File: src/hw/rtl/lse_pkg.sv
// Shared constants, codes and structs of the Legendre series evaluator.
// Used by the top level, the divider and the engine; depends on nothing.
package lse_pkg;

   localparam int MAX_TERMS = 1024;
   localparam int COEF_ADDR_W = $clog2(MAX_TERMS);
   localparam int TERM_CNT_W = $clog2(MAX_TERMS + 1);

   localparam int COEF_W = 32;
   localparam int Q_W = 32;
   localparam int Q_FRAC = 30;
   localparam int PW_W = 31;
   localparam int FR_SHIFT = 18;
   localparam int SUM_W = 48;
   localparam int SUMX_W = SUM_W + 1;
   localparam int ONE_Q30 = 1 << Q_FRAC;

   localparam int MUL_W = 33;
   localparam int PROD_W = 2 * MUL_W;
   localparam int FR_FULL_W = 64 - FR_SHIFT;

   localparam int NUM_W = TERM_CNT_W + 33;
   localparam int DIV_BITS = 4;
   localparam int DIV_ITER = (NUM_W + DIV_BITS - 1) / DIV_BITS;
   localparam int QUO_W = DIV_ITER * DIV_BITS;
   localparam int ITER_W = $clog2(DIV_ITER + 1);

   localparam int CSR_IDX_W = 2;
   localparam int TERM_COUNT_W = 11;
   localparam logic [CSR_IDX_W-1:0] CSR_INV_RADIUS = 2'd0;
   localparam logic [CSR_IDX_W-1:0] CSR_TERM_COUNT = 2'd1;
   localparam logic [31:0] INV_RADIUS_RESET = 32'd8589935;
   localparam logic [TERM_COUNT_W-1:0] TERM_COUNT_RESET = 11'd1000;

   localparam logic REQ_LOAD = 1'b0;
   localparam logic REQ_EVAL = 1'b1;

   typedef struct packed {
      logic                  valid;
      logic [31:0]           radial_pos;
      logic signed [Q_W-1:0] eta;
   } eval_cmd_type;

   typedef struct packed {
      logic                    start;
      logic signed [NUM_W-1:0] num;
      logic [TERM_CNT_W-1:0]   den;
   } div_in_type;

   typedef struct packed {
      logic                  done;
      logic signed [Q_W-1:0] quot;
   } div_out_type;

endpackage

File: src/hw/rtl/lse_div.sv
// Iterative signed divider for the recurrence, four quotient bits per cycle,
// truncating toward zero and clipping the quotient to [-1.0, 1.0] in Q2.30.
// Depends on lse_pkg.
module lse_div (
   input  logic                 clock,
   input  logic                 reset,
   input  lse_pkg::div_in_type  div_in,
   output lse_pkg::div_out_type div_out
);

   logic                              busy_ff, busy_in;
   logic                              done_ff, done_in;
   logic                              neg_ff, neg_in;
   logic [lse_pkg::ITER_W-1:0]        iter_ff, iter_in;
   logic [lse_pkg::TERM_CNT_W-1:0]    rem_ff, rem_in;
   logic [lse_pkg::TERM_CNT_W-1:0]    den_ff, den_in;
   logic [lse_pkg::QUO_W-1:0]         quo_ff, quo_in;
   logic [lse_pkg::NUM_W-1:0]         mag;
   logic [lse_pkg::PW_W-1:0]          mag_clip;
   logic [lse_pkg::Q_W-1:0]           quot_pos;

   always_comb begin
      logic [lse_pkg::TERM_CNT_W:0]   r;
      logic [lse_pkg::TERM_CNT_W-1:0] rem_v;
      logic [lse_pkg::QUO_W-1:0]      quo_v;
      busy_in = busy_ff;
      done_in = 1'b0;
      neg_in  = neg_ff;
      iter_in = iter_ff;
      rem_in  = rem_ff;
      den_in  = den_ff;
      quo_in  = quo_ff;
      mag = div_in.num[lse_pkg::NUM_W-1] ? lse_pkg::NUM_W'(-div_in.num)
                                         : lse_pkg::NUM_W'(div_in.num);
      rem_v = rem_ff;
      quo_v = quo_ff;
      for (int i = 0; i < lse_pkg::DIV_BITS; i++) begin
         r = {rem_v, quo_v[lse_pkg::QUO_W-1]};
         quo_v = {quo_v[lse_pkg::QUO_W-2:0], 1'b0};
         if (r >= {1'b0, den_ff}) begin
            r = r - {1'b0, den_ff};
            quo_v[0] = 1'b1;
         end
         rem_v = r[lse_pkg::TERM_CNT_W-1:0];
      end
      if (div_in.start) begin
         busy_in = 1'b1;
         neg_in  = div_in.num[lse_pkg::NUM_W-1];
         iter_in = lse_pkg::ITER_W'(lse_pkg::DIV_ITER);
         rem_in  = '0;
         den_in  = div_in.den;
         quo_in  = lse_pkg::QUO_W'(mag);
      end else if (busy_ff) begin
         rem_in  = rem_v;
         quo_in  = quo_v;
         iter_in = iter_ff - lse_pkg::ITER_W'(1);
         if (iter_ff == lse_pkg::ITER_W'(1)) begin
            busy_in = 1'b0;
            done_in = 1'b1;
         end
      end
   end

   always_ff @(posedge clock) begin
      if (reset) begin
         busy_ff <= 1'b0;
         done_ff <= 1'b0;
         iter_ff <= '0;
      end else begin
         busy_ff <= busy_in;
         done_ff <= done_in;
         iter_ff <= iter_in;
      end
      neg_ff <= neg_in;
      rem_ff <= rem_in;
      den_ff <= den_in;
      quo_ff <= quo_in;
   end

   assign mag_clip = (quo_ff > lse_pkg::QUO_W'(lse_pkg::ONE_Q30))
                     ? lse_pkg::PW_W'(lse_pkg::ONE_Q30) : quo_ff[lse_pkg::PW_W-1:0];
   assign quot_pos = {1'b0, mag_clip};
   assign div_out.done = done_ff;
   assign div_out.quot = neg_ff ? $signed(-quot_pos) : $signed(quot_pos);

endmodule

File: config.mk
export PLATFORM = sky130hd
export DESIGN_NAME = lse_div
export DESIGN_NICKNAME = d
export VERILOG_FILES = /design/src/hw/rtl/lse_pkg.sv /design/src/hw/rtl/lse_div.sv
export SDC_FILE = /design/constraint.sdc
export NUM_CORES = 1
export LEC_CHECK = 0
export BUFFER_PORTS_ARGS = -buffer_cell sky130_fd_sc_hd__buf_4
export CELL_PAD_IN_SITES_DETAIL_PLACEMENT = 1
export CELL_PAD_IN_SITES_GLOBAL_PLACEMENT = 1
export CORE_ASPECT_RATIO = 1.25
export CORE_MARGIN = 2
export CORE_UTILIZATION = 41
export DETAILED_ROUTE_END_ITERATION = 7
export GPL_TIMING_DRIVEN = 0
export PLACE_DENSITY_LB_ADDON = 0.1
export SLEW_MARGIN = 5
export SYNTH_ARGS = -nofsm -noshare
export SYNTH_HDL_FRONTEND = slang
export SYNTH_SLANG_ARGS = --single-unit
File: constraint.sdc
create_clock -name clock -period 8.55 [get_ports clock]
set_input_delay 0.855 -clock clock [delete_from_list [all_inputs] [get_ports clock]]
set_output_delay 0.855 -clock clock [all_outputs]
set_load 0.005 [all_outputs]
==> impl_metrics.csv <==
group,metric,value,unit
drt,routed_wl,25.4,mm
global_route,grt_pass1_vias,7417,
synth,mappedNetlistArea,7260,sq um
global_route,grt.total_usage,27.2,%
finish,fillers,2106,
synth,syn_avg_cell_area,8.32,sq um
finish,multiInputGateArea,5140,sq um
clock_tree,clk_latency,350,ps
synth,synthFlopType,"edfxtp_1",
placed_design,gp_congestion,0.897,
setup_path,reg2reg_depth,36,
drt,vias_per_cell,5.82,
finish,regArea,2020,sq um
die,rows,54,
setup_path,arrival,8470,ps
synth,synthArstFlopShare,0,%
placed_design,dp_slack,-1720,ps
drt,drc,0,
global_route,grt_pass1_wl,39.6,mm
setup_path,r2r-end,"rem_ff[8]",
setup_path,max_stage_delay,440,ps
sta,hold_viol_final,0,
global_route,antenna_found_initial,0,
clock_tree,cts.clk_slew.worst_paths,60,ps
sta,layout_min_cycle_time,8250,ps
clock_tree,cts_buffers,9,
setup_path,r2r-start,"quo_ff[43]",
synth,syn-num-nets,983,
hold_path,hold-path-endpoint,"rem_ff[9]",
setup_path,end_kind,"register",
drt,dr.pass1.iters,4,
finish,final_common_cell,"buf_4",
drt,num_vias,7105,
finish,drive_gt1_share,22.5,%
synth,synth_seq_cells,73,
placed_design,io_buffers,90,
clock_tree,cts_root_buf,"clkbuf_16",
sta,maxSlewViolCount,0,
finish,final_cell_mix,"buf_4, nor2_1, a21oi_1",
setup_path,crit_required,8770,ps
sta,finClkSkew,9.24,ps
finish,areaGrowthSynthToFinish,22.6,%
sta,fin_ws,302,ps
global_route,grt_max_degree,45,
synth,ys.warnings.count,0,
die,core_area,17400,sq um
hold_path,worstHoldStart,"rem_ff[9]",
die,start_util,41.7,%
synth,synth_cell_type_count,73,
finish,nets,1101,
die,die-height,153,microns
setup_path,critPathLaunchType,"register",
global_route,gr-total-overflow,0,
drt,wire_per_inst,20.8,microns
setup_path,ff2ff_setup_slack,300,ps
setup_path,critical_path_class,"reg -> reg",
setup_path,crit_family,"compound AO/OA/AOI/OAI gates",
clock_tree,postCtsHoldBufs,0,
die,die_w,123,microns
finish,utilization,51.1,%
hold_path,holdPathStages,2,
clock_tree,clockBufferDepth,2,
setup_path,crit_buf_inv,7,
die,ioPinCount,91,
sta,min_period_over_period,96.5,%
clock_tree,cts_tree,"done",
job,maxCapViolations,0,
finish,n_antenna_cell,0,
drt,ant_nets,0,
synth,synth-edff-count,56,
status,outcome,"finished, final reports clean",
sta,holdWs,517,ps
setup_path,cp_slowest_cell,"fa_1",
sta,max_freq,121,MHz
hold_path,hp-class,"reg -> reg",
setup_path,crit_fanout,10,
synth,postSynthCellCount,873,
sta,worst_slew_pin_slew,1100,ps
placed_design,detailed_place_hpwl,19.2,mm
clock_tree,htreeDepth,3,
drt,drt_iter0_drc,279,
clock_tree,clock_sinks,73,
sta,slew_headroom,26.5,%
sta,setup_viol,0,
synth,ys_seq_area_share,27.8,%
die,dieArea,18800,sq um
-- cell type report --
class / count / area share [%]
repair buffers: 107 / 9.02
clock inverters: 2 / 0.112
inverters: 39 / 1.71
clock buffers: 14 / 3.09
multi-input cells: 719 / 57.7
flip-flops and latches: 73 / 22.7
well taps: 224 / 3.15
plain buffers: 42 / 2.52
-- through the flow --
| step | std cells | setup TNS, ps | area (sq um) |
|---|---|---|---|
| 3_3_place_gp | 1187 | -18890 | 8220 |
| 4_1_cts | 1211 | 0 | 8720 |
| 6_report | 1220 | 0 | 8900 |
| 3_5_place_dp | 1187 | -18540 | 8220 |
| 5_1_grt | 1220 | -98.6 | 8900 |
| 2_1_floorplan | 873 | 0 | 7260 |
-- what timing repair did --
item / CTS / global route
buffers inserted: 8 / 9
resized for setup: 36 / 29
endpoints found under the setup margin: 12 / 12
pin swaps: 6 / 6
-- cell families (layout without fill, tap and decap cells) --
family                   Yosys count  in the layout  synth area share (%)
adder cells (fa/ha/maj)           52             52                  9.37
flip-flops                        73             73                  27.8
buffers and inverters             81            204                  4.65
multiplexers                      35             35                  5.30
AND/OR/NAND/NOR                  312            312                  21.0
XOR/XNOR                          84             84                  10.1
AO/OA/AOI/OAI                    236            236                  21.7
-- tightest hold or removal path, cell delays in order, from the launching register on --
cell and delay, ps:
dfxtp_1 330, nor2_1 90, nor4_1 50
-- worst max path at each step --
stage / depth (start not counted) / to / slack [ps] / startpoint
floorplan: 34 / rem_ff[10] / 350 / den_ff[5]
finish: 36 / rem_ff[8] / 300 / quo_ff[43]
detailed placement: 36 / rem_ff[8] / -1720 / den_ff[5]
CTS: 34 / rem_ff[10] / 40 / den_ff[0]
global route: 37 / rem_ff[8] / -70 / quo_ff[43]
global placement: 36 / rem_ff[8] / -1750 / den_ff[5]
-- state kept, by name, indices dropped and copies added (netlist names) --
register and count:
quo_ff 44, den_ff 11, rem_ff 11, iter_ff 4, busy_ff 1, done_ff 1, neg_ff 1
-- layer usage --
layer  vias to the layer above  wire, microns  global-route usage, %
li1                       3443              -                      -
met1                      3463          10200                   31.5
met2                       149          13500                   49.9
met3                        50            681                   2.76
met4                         0            963                   11.4
met5                         -              0                      0
-- synthesized netlist by cell type (all sizes together), types with 9 or more instances --
| master | number | area [sq um] |
|---|---|---|
| nor2b | 9 | 56.3 |
| or4 | 9 | 82.6 |
| nand2 | 65 | 244 |
| inv | 38 | 143 |
| mux2 | 25 | 285 |
| nor4 | 23 | 144 |
| o21ai | 52 | 272 |
| nor3 | 22 | 110 |
| or3 | 20 | 140 |
| mux2i | 10 | 100 |
| edfxtp | 56 | 1680 |
| nor2 | 108 | 405 |
| buf | 14 | 86.3 |
| dfxtp | 17 | 340 |
| a21oi | 74 | 378 |
| ha | 48 | 601 |
| nand3 | 22 | 110 |
| xnor2 | 24 | 210 |
| o31ai | 27 | 226 |
| o21a | 14 | 105 |
| xor2 | 60 | 526 |
| clkbuf | 28 | 105 |
Power is not shown: default switching activity piles up to over one toggle a cycle in this logic, so the estimate is an artifact.
