===== src/hw/rtl/lse_pkg.sv =====
// Shared constants, codes and structs of the Legendre series evaluator.
// Used by the top level, the divider and the engine; depends on nothing.
package lse_pkg;

   localparam int MAX_TERMS = 1024;
   localparam int COEF_ADDR_W = $clog2(MAX_TERMS);
   localparam int TERM_CNT_W = $clog2(MAX_TERMS + 1);

   localparam int COEF_W = 32;
   localparam int Q_W = 32;
   localparam int Q_FRAC = 30;
   localparam int PW_W = 31;
   localparam int FR_SHIFT = 18;
   localparam int SUM_W = 48;
   localparam int SUMX_W = SUM_W + 1;
   localparam int ONE_Q30 = 1 << Q_FRAC;

   localparam int MUL_W = 33;
   localparam int PROD_W = 2 * MUL_W;
   localparam int FR_FULL_W = 64 - FR_SHIFT;

   localparam int NUM_W = TERM_CNT_W + 33;
   localparam int DIV_BITS = 4;
   localparam int DIV_ITER = (NUM_W + DIV_BITS - 1) / DIV_BITS;
   localparam int QUO_W = DIV_ITER * DIV_BITS;
   localparam int ITER_W = $clog2(DIV_ITER + 1);

   localparam int CSR_IDX_W = 2;
   localparam int TERM_COUNT_W = 11;
   localparam logic [CSR_IDX_W-1:0] CSR_INV_RADIUS = 2'd0;
   localparam logic [CSR_IDX_W-1:0] CSR_TERM_COUNT = 2'd1;
   localparam logic [31:0] INV_RADIUS_RESET = 32'd8589935;
   localparam logic [TERM_COUNT_W-1:0] TERM_COUNT_RESET = 11'd1000;

   localparam logic REQ_LOAD = 1'b0;
   localparam logic REQ_EVAL = 1'b1;

   typedef struct packed {
      logic                  valid;
      logic [31:0]           radial_pos;
      logic signed [Q_W-1:0] eta;
   } eval_cmd_type;

   typedef struct packed {
      logic                    start;
      logic signed [NUM_W-1:0] num;
      logic [TERM_CNT_W-1:0]   den;
   } div_in_type;

   typedef struct packed {
      logic                  done;
      logic signed [Q_W-1:0] quot;
   } div_out_type;

endpackage


===== src/hw/rtl/lse_engine.sv =====
// Sequencer of the series evaluation: one shared multiplier, the power,
// polynomial and accumulator registers, and the coefficient read stream.
// Depends on lse_pkg; drives the coefficient RAM and the divider.
module lse_engine (
   input  logic                                 clock,
   input  logic                                 reset,
   input  lse_pkg::eval_cmd_type                cmd,
   input  logic [31:0]                          inv_radius,
   input  logic [lse_pkg::TERM_COUNT_W-1:0]     term_count,
   output logic [lse_pkg::COEF_ADDR_W-1:0]      rd_addr,
   input  logic [lse_pkg::COEF_W-1:0]           rd_data,
   output lse_pkg::div_in_type                  div_in,
   input  lse_pkg::div_out_type                 div_out,
   output logic                                 busy,
   output logic                                 rsp_valid,
   output logic signed [lse_pkg::SUM_W-1:0]     rsp_series_sum,
   output logic                                 rsp_saturated
);

   localparam logic [3:0] ST_IDLE   = 4'd0;
   localparam logic [3:0] ST_FR1    = 4'd1;
   localparam logic [3:0] ST_FR2    = 4'd2;
   localparam logic [3:0] ST_FETCH  = 4'd3;
   localparam logic [3:0] ST_CP     = 4'd4;
   localparam logic [3:0] ST_TERM   = 4'd5;
   localparam logic [3:0] ST_ETA    = 4'd6;
   localparam logic [3:0] ST_T1     = 4'd7;
   localparam logic [3:0] ST_T2     = 4'd8;
   localparam logic [3:0] ST_PW     = 4'd9;
   localparam logic [3:0] ST_DSTART = 4'd10;
   localparam logic [3:0] ST_DWAIT  = 4'd11;
   localparam logic [3:0] ST_DONE   = 4'd12;

   logic [3:0]                          state_ff, state_in;
   logic [lse_pkg::TERM_CNT_W-1:0]      k_ff, k_in;
   logic [lse_pkg::TERM_CNT_W-1:0]      cnt_ff, cnt_in;
   logic [lse_pkg::TERM_CNT_W-1:0]      cnt_lim;
   logic [31:0]                         x_ff, x_in;
   logic signed [lse_pkg::Q_W-1:0]      eta_ff, eta_in;
   logic [lse_pkg::PW_W-1:0]            fr_ff, fr_in;
   logic [lse_pkg::PW_W-1:0]            pw_ff, pw_in;
   logic signed [lse_pkg::Q_W-1:0]      cur_ff, cur_in;
   logic signed [lse_pkg::Q_W-1:0]      prev_ff, prev_in;
   logic signed [lse_pkg::SUM_W-1:0]    acc_ff, acc_in;
   logic                                sat_ff, sat_in;
   logic signed [lse_pkg::PROD_W-1:0]   prod_ff, prod_in;
   logic signed [lse_pkg::NUM_W-1:0]    p1_ff, p1_in;
   logic signed [lse_pkg::NUM_W-1:0]    num_ff, num_in;
   logic signed [lse_pkg::MUL_W-1:0]    mul_a, mul_b;
   logic signed [lse_pkg::MUL_W-1:0]    prod_q30;
   logic [lse_pkg::FR_FULL_W-1:0]       fr_full;
   logic signed [lse_pkg::SUMX_W-1:0]   sum;

   assign prod_q30 = $signed(prod_ff[lse_pkg::Q_FRAC+lse_pkg::MUL_W-1:lse_pkg::Q_FRAC]);
   assign fr_full  = prod_ff[63:lse_pkg::FR_SHIFT];
   assign sum      = lse_pkg::SUMX_W'(acc_ff) + lse_pkg::SUMX_W'(prod_q30);
   assign cnt_lim  = (32'(term_count) > 32'(lse_pkg::MAX_TERMS))
                     ? lse_pkg::TERM_CNT_W'(lse_pkg::MAX_TERMS)
                     : lse_pkg::TERM_CNT_W'(term_count);
   assign prod_in  = mul_a * mul_b;

   always_comb begin
      state_in = state_ff;
      k_in     = k_ff;
      cnt_in   = cnt_ff;
      x_in     = x_ff;
      eta_in   = eta_ff;
      fr_in    = fr_ff;
      pw_in    = pw_ff;
      cur_in   = cur_ff;
      prev_in  = prev_ff;
      acc_in   = acc_ff;
      sat_in   = sat_ff;
      p1_in    = p1_ff;
      num_in   = num_ff;
      mul_a    = '0;
      mul_b    = '0;
      div_in.start = 1'b0;
      div_in.num   = num_ff;
      div_in.den   = k_ff + lse_pkg::TERM_CNT_W'(1);
      case (state_ff)
         ST_IDLE, ST_DONE: begin
            state_in = ST_IDLE;
            if (cmd.valid) begin
               x_in     = cmd.radial_pos;
               eta_in   = cmd.eta;
               state_in = ST_FR1;
            end
         end
         ST_FR1: begin
            mul_a    = lse_pkg::MUL_W'(x_ff);
            mul_b    = lse_pkg::MUL_W'(inv_radius);
            state_in = ST_FR2;
         end
         ST_FR2: begin
            if (fr_full > lse_pkg::FR_FULL_W'(lse_pkg::ONE_Q30)) begin
               fr_in = lse_pkg::PW_W'(lse_pkg::ONE_Q30);
            end else begin
               fr_in = fr_full[lse_pkg::PW_W-1:0];
            end
            cnt_in   = cnt_lim;
            k_in     = '0;
            pw_in    = lse_pkg::PW_W'(lse_pkg::ONE_Q30);
            cur_in   = lse_pkg::Q_W'(lse_pkg::ONE_Q30);
            prev_in  = '0;
            acc_in   = '0;
            sat_in   = 1'b0;
            state_in = (cnt_lim == '0) ? ST_DONE : ST_FETCH;
         end
         ST_FETCH: begin
            state_in = ST_CP;
         end
         ST_CP: begin
            mul_a    = lse_pkg::MUL_W'($signed(rd_data));
            mul_b    = lse_pkg::MUL_W'(pw_ff);
            state_in = ST_TERM;
         end
         ST_TERM: begin
            mul_a    = prod_q30;
            mul_b    = lse_pkg::MUL_W'(cur_ff);
            state_in = ST_ETA;
         end
         ST_ETA: begin
            if (sum[lse_pkg::SUMX_W-1] != sum[lse_pkg::SUM_W-1]) begin
               acc_in = sum[lse_pkg::SUMX_W-1]
                        ? {1'b1, {(lse_pkg::SUM_W-1){1'b0}}}
                        : {1'b0, {(lse_pkg::SUM_W-1){1'b1}}};
               sat_in = 1'b1;
            end else begin
               acc_in = sum[lse_pkg::SUM_W-1:0];
            end
            mul_a    = lse_pkg::MUL_W'(eta_ff);
            mul_b    = lse_pkg::MUL_W'(cur_ff);
            state_in = (k_ff + lse_pkg::TERM_CNT_W'(1) == cnt_ff) ? ST_DONE : ST_T1;
         end
         ST_T1: begin
            mul_a    = prod_q30;
            mul_b    = lse_pkg::MUL_W'({k_ff, 1'b1});
            state_in = ST_T2;
         end
         ST_T2: begin
            p1_in    = prod_ff[lse_pkg::NUM_W-1:0];
            mul_a    = lse_pkg::MUL_W'(k_ff);
            mul_b    = lse_pkg::MUL_W'(prev_ff);
            state_in = ST_PW;
         end
         ST_PW: begin
            num_in   = p1_ff - $signed(prod_ff[lse_pkg::NUM_W-1:0]);
            mul_a    = lse_pkg::MUL_W'(pw_ff);
            mul_b    = lse_pkg::MUL_W'(fr_ff);
            state_in = ST_DSTART;
         end
         ST_DSTART: begin
            pw_in        = prod_ff[lse_pkg::Q_FRAC+lse_pkg::PW_W-1:lse_pkg::Q_FRAC];
            div_in.start = 1'b1;
            state_in     = ST_DWAIT;
         end
         ST_DWAIT: begin
            if (div_out.done) begin
               cur_in   = div_out.quot;
               prev_in  = cur_ff;
               k_in     = k_ff + lse_pkg::TERM_CNT_W'(1);
               state_in = ST_FETCH;
            end
         end
         default: begin
            state_in = ST_IDLE;
         end
      endcase
   end

   always_ff @(posedge clock) begin
      if (reset) begin
         state_ff <= ST_IDLE;
         k_ff     <= '0;
         cnt_ff   <= '0;
      end else begin
         state_ff <= state_in;
         k_ff     <= k_in;
         cnt_ff   <= cnt_in;
      end
      x_ff    <= x_in;
      eta_ff  <= eta_in;
      fr_ff   <= fr_in;
      pw_ff   <= pw_in;
      cur_ff  <= cur_in;
      prev_ff <= prev_in;
      acc_ff  <= acc_in;
      sat_ff  <= sat_in;
      prod_ff <= prod_in;
      p1_ff   <= p1_in;
      num_ff  <= num_in;
   end

   assign rd_addr        = k_ff[lse_pkg::COEF_ADDR_W-1:0];
   assign busy           = !(state_ff == ST_IDLE || state_ff == ST_DONE);
   assign rsp_valid      = (state_ff == ST_DONE);
   assign rsp_series_sum = acc_ff;
   assign rsp_saturated  = sat_ff;

   a_done_in_wait: assert property (@(posedge clock) disable iff (reset)
      div_out.done |-> state_ff == ST_DWAIT)
      else $error("Divider result arrived outside the wait state.");

   a_term_in_range: assert property (@(posedge clock) disable iff (reset)
      state_ff == ST_FETCH |-> k_ff < cnt_ff)
      else $error("Term index ran past the term count.");

   a_cur_clipped: assert property (@(posedge clock) disable iff (reset)
      state_ff == ST_FETCH |-> (cur_ff <= lse_pkg::Q_W'(lse_pkg::ONE_Q30)
                                && cur_ff >= lse_pkg::Q_W'(-lse_pkg::ONE_Q30)))
      else $error("Polynomial value left the range of one.");

   a_single_result: assert property (@(posedge clock) disable iff (reset)
      rsp_valid |=> !rsp_valid)
      else $error("One transaction produced two results.");

endmodule

===== config.mk =====
export PLATFORM = sky130hd
export DESIGN_NAME = lse_engine
export DESIGN_NICKNAME = d
export VERILOG_FILES = /design/src/hw/rtl/lse_pkg.sv /design/src/hw/rtl/lse_engine.sv
export SDC_FILE = /design/constraint.sdc
export NUM_CORES = 2
export LEC_CHECK = 0
export ABC_AREA = 1
export BUFFER_PORTS_ARGS = -buffer_cell sky130_fd_sc_hd__clkbuf_2
export CAP_MARGIN = 5
export CORE_MARGIN = 10
export CORE_UTILIZATION = 35
export CTS_CLUSTER_DIAMETER = 80
export CTS_CLUSTER_SIZE = 16
export DETAILED_ROUTE_END_ITERATION = 8
export GPL_TIMING_DRIVEN = 0
export PLACE_DENSITY = 0.47
export SYNTH_ARGS = -nofsm -noshare
export SYNTH_HDL_FRONTEND = slang
export SYNTH_SLANG_ARGS = --single-unit

===== constraint.sdc =====
create_clock -name clock -period 24.3 [get_ports clock]
set_input_delay 4.86 -clock clock [delete_from_list [all_inputs] [get_ports clock]]
set_output_delay 4.86 -clock clock [all_outputs]
set_load 0.05 [all_outputs]

==> results.toml <==
[yosys]
syn_nets = 9438
synth-seq-area-share_pct = 18.3
synth_most_common_cell = "inv_1"
synth_top_flop_cell = "edfxtp_1"
synth.top_cell.area_share_pct = 35.6
synth.largest_area_cell = "fa_1"
synth_seq_cells = 417
netlist_instances = 7832
netlist_area_um2 = 63500
yosysWarnings = 0
avgSynthCellArea_um2 = 8.10
ys_types = 59
synth_area_leaders = "fa_1, edfxtp_1, inv_1"
ys_async_sr_fraction_pct = 0
synth_edf_count = 327
synth_common_cells = "inv_1, nand2_1, fa_1"

[setup_path]
crit_path_start_kind = "primary input"
critPathKind = "primary input to register"
r2r-start = "state_ff[0]$_SDFFE_PP0P_"
path_delay_family = "adder cells"
rrSetupSlack_ns = 12.70
critPathBufInv = 8
cp_data_arrival_time_ns = 14.76
reg2regPathDepth = 33
slowest_delay_ns = 1.04
cp.required_ns = 24.80
rr_endpoint = "prod_ff[63]$_DFF_P_"
cp-end-kind = "register"
slowest_stage = "fa_1"
cp_max_fo = 9

[route]
postRouteAntennaNets = 0
viasPerCell = 5.12
drc_errors = 0
initialDrtViolationCount = 5052
vias = 54121
wirelength_um = 290000
dr.pass1.iters = 6
wl_per_cell_um = 27.4

[grt]
antenna_found_initial = 18
grt_pass1_wl_um = 410000
first_global_vias = 55604
grt_overflow = 0
globalRouteTotalUtil_pct = 28.9
grt_max_degree = 55

[placed_design]
io_buffers = 290
place_congestion = 1.01
dp_hpwl_um = 247000
post-place-ws_ns = 9.54

[clock_tree]
cts_htree_levels = 2
clockRootBuffer = "clkbuf_16"
cts_buffers = 36
cts_setup_buffers = 0
cts_hold_buf = 0
cts_resized = 0
clkTransAtPathRegs_ns = 0.08
clock_sinks = 417
clockBufferDepth = 3
cts_tree = "yes"
clkLatencyLatePin_ns = 0.62

[power]
clockPowerShare_pct = 16.7
p_total_mw = 3.58
power_density_nw_per_um2 = 51.7
peakVddDrop_mv = 0.0537
p_comb_share_pct = 56.3
p_sw_mw = 1.85
seqPwrFrac_pct = 27.0
p_leak_nw = 36.7
internal-power_mw = 1.73
swShare_pct = 51.7

[sta]
min_period_ns = 14.26
worstMarginPinSlew_ns = 1.57
slew_headroom_pct = -4.63
hold_viol_final = 0
drv_slew = 7
fin_crit_sh_pct = 58.7
grt_setup_unrepaired = "no"
fmax_mhz = 70.1
fin_skew_ns = 0.0455
setup_viol = 0
layout_setup_ws_ns = 10.04
hold_ws_ns = 0.432
tns_ns = 0

[cells_and_area]
nNetsFinal = 9778
syn2layout_area_growth_pct = 9.17
fin_util_pct = 38.4
layout-drive-gt1-share_pct = 7.93

[floorplanning]
rows = 156
io_pins = 292
core_um2 = 181000
dieArea_um2 = 199000
initial_core_util_pct = 35.1
die_x_um = 446
fp.dieH_um = 446

[outcome]
status = "finished with violations"
violations = "max-capacitance violations, max-slew violations"

[worst_hold_path]
worstHoldStart = "prod_ff[18]$_DFF_P_"
hold_depth = 0
hp-class = "register to register"
hold_path_end = "p1_ff[18]$_DFFE_PN_"

[flow_run]
drv_cap = 1
-- power by group through the flow --
| stage | clock [mW] | sequential (mW) | combinational, mW |
|---|---|---|---|
| after floorplan | 0 | 0.940 | 1.12 |
| after global placement | 0 | 0.985 | 1.98 |
| after detailed placement | 0 | 0.980 | 1.99 |
| after CTS | 0.609 | 0.965 | 2.00 |
| after global routing | 0.632 | 0.970 | 2.16 |
| final | 0.597 | 0.969 | 2.02 |
-- flip-flops by register name, indices dropped and copies added (netlist names) --
name,count
cur_ff,32
rsp_saturated,1
fr_ff,31
prev_ff,32
prod_ff,64
p1_ff,44
rsp_series_sum,48
cnt_ff,11
pw_ff,31
num_ff,44
eta_ff,32
x_ff,32
state_ff,4
k_ff,11
-- cell families (layout without fill, tap and decap cells) --
| family | after synthesis | after routing | synth area share (%) |
|---|---|---|---|
| AO/OA/AOI/OAI | 560 | 560 | 5.34 |
| XOR/XNOR | 127 | 127 | 1.77 |
| adder cells (fa/ha/maj) | 1431 | 1431 | 41.6 |
| buffers and inverters | 2386 | 2751 | 14.7 |
| flip-flops | 417 | 417 | 18.3 |
| other | 0 | 7 | 0 |
| AND/OR/NAND/NOR | 2911 | 2911 | 18.3 |
-- stage by stage --
step | cell area [um^2] | cells
after floorplan | 63500 | 7832
after global placement | 67900 | 10492
after detailed placement | 68100 | 10504
after CTS | 69300 | 10567
after global routing | 69300 | 10569
final | 69300 | 10574
-- worst reg2reg max path: cells and delay by family, from the launching register on --
family | cells | cell delay (ns)
flops | 1 | 0.36
compound gates | 3 | 0.49
buf+inv | 10 | 2.60
simple gates | 11 | 2.43
fa+ha+maj | 9 | 5.63
-- per-layer routing --
layer	wire length [um]	global-route usage (%)	share of wire (%)
met5	71	0	0.024
met4	15500	12.5	5.3
met3	26200	6.33	9.0
met2	126000	44.4	44
met1	122000	39.1	42
-- worst max-delay path by stage --
| stage | endpoint | cells after the start | start | slack [ns] |
|---|---|---|---|---|
| floorplan | prod_ff[62]$_DFF_P_ | 26 | rd_data[31] | 12.48 |
| global placement | prod_ff[63]$_DFF_P_ | 30 | rd_data[31] | 9.31 |
| detailed placement | prod_ff[63]$_DFF_P_ | 30 | rd_data[31] | 9.54 |
| CTS | prod_ff[63]$_DFF_P_ | 30 | rd_data[31] | 10.15 |
| global route | prod_ff[63]$_DFF_P_ | 30 | rd_data[31] | 9.72 |
| finish | prod_ff[63]$_DFF_P_ | 30 | rd_data[31] | 10.04 |
-- layout make-up --
type / count / area (um^2)
Clock buffer: 51 / 978
Antenna cell: 7 / 17.5
Multi-Input combinational cell: 5029 / 42600
Timing Repair Buffer: 302 / 1670
Sequential cell: 417 / 11600
Fill cell: 19175 / 111000
Tap cell: 2370 / 2970
Clock inverter: 12 / 143
Buffer: 267 / 1370
Inverter: 2119 / 7950
-- cell usage in the layout, fill, tap and decap left out, types with 9 or more instances in the layout --
cell type     n
inv_1      2096
nand2_1    1968
fa_1       1126
nor2_1      617
edfxtp_1    327
ha_1        304
clkbuf_2    290
a21oi_1     246
buf_2       200
nand3_1     147
o21ai_0     139
xor2_1       93
dfxtp_1      90
nand4_1      57
clkbuf_1     54
nor3_1       39
clkbuf_16    37
a221oi_1     35
xnor2_1      33
o21bai_1     24
a31oi_1      22
inv_2        20
a22o_1       19
a21o_1       19
buf_4        18
and2_1       18
nor4_1       16
buf_6        10
nor4_2       10
a221oi_2      9
Note: power is estimated with default switching activity, not from simulation.
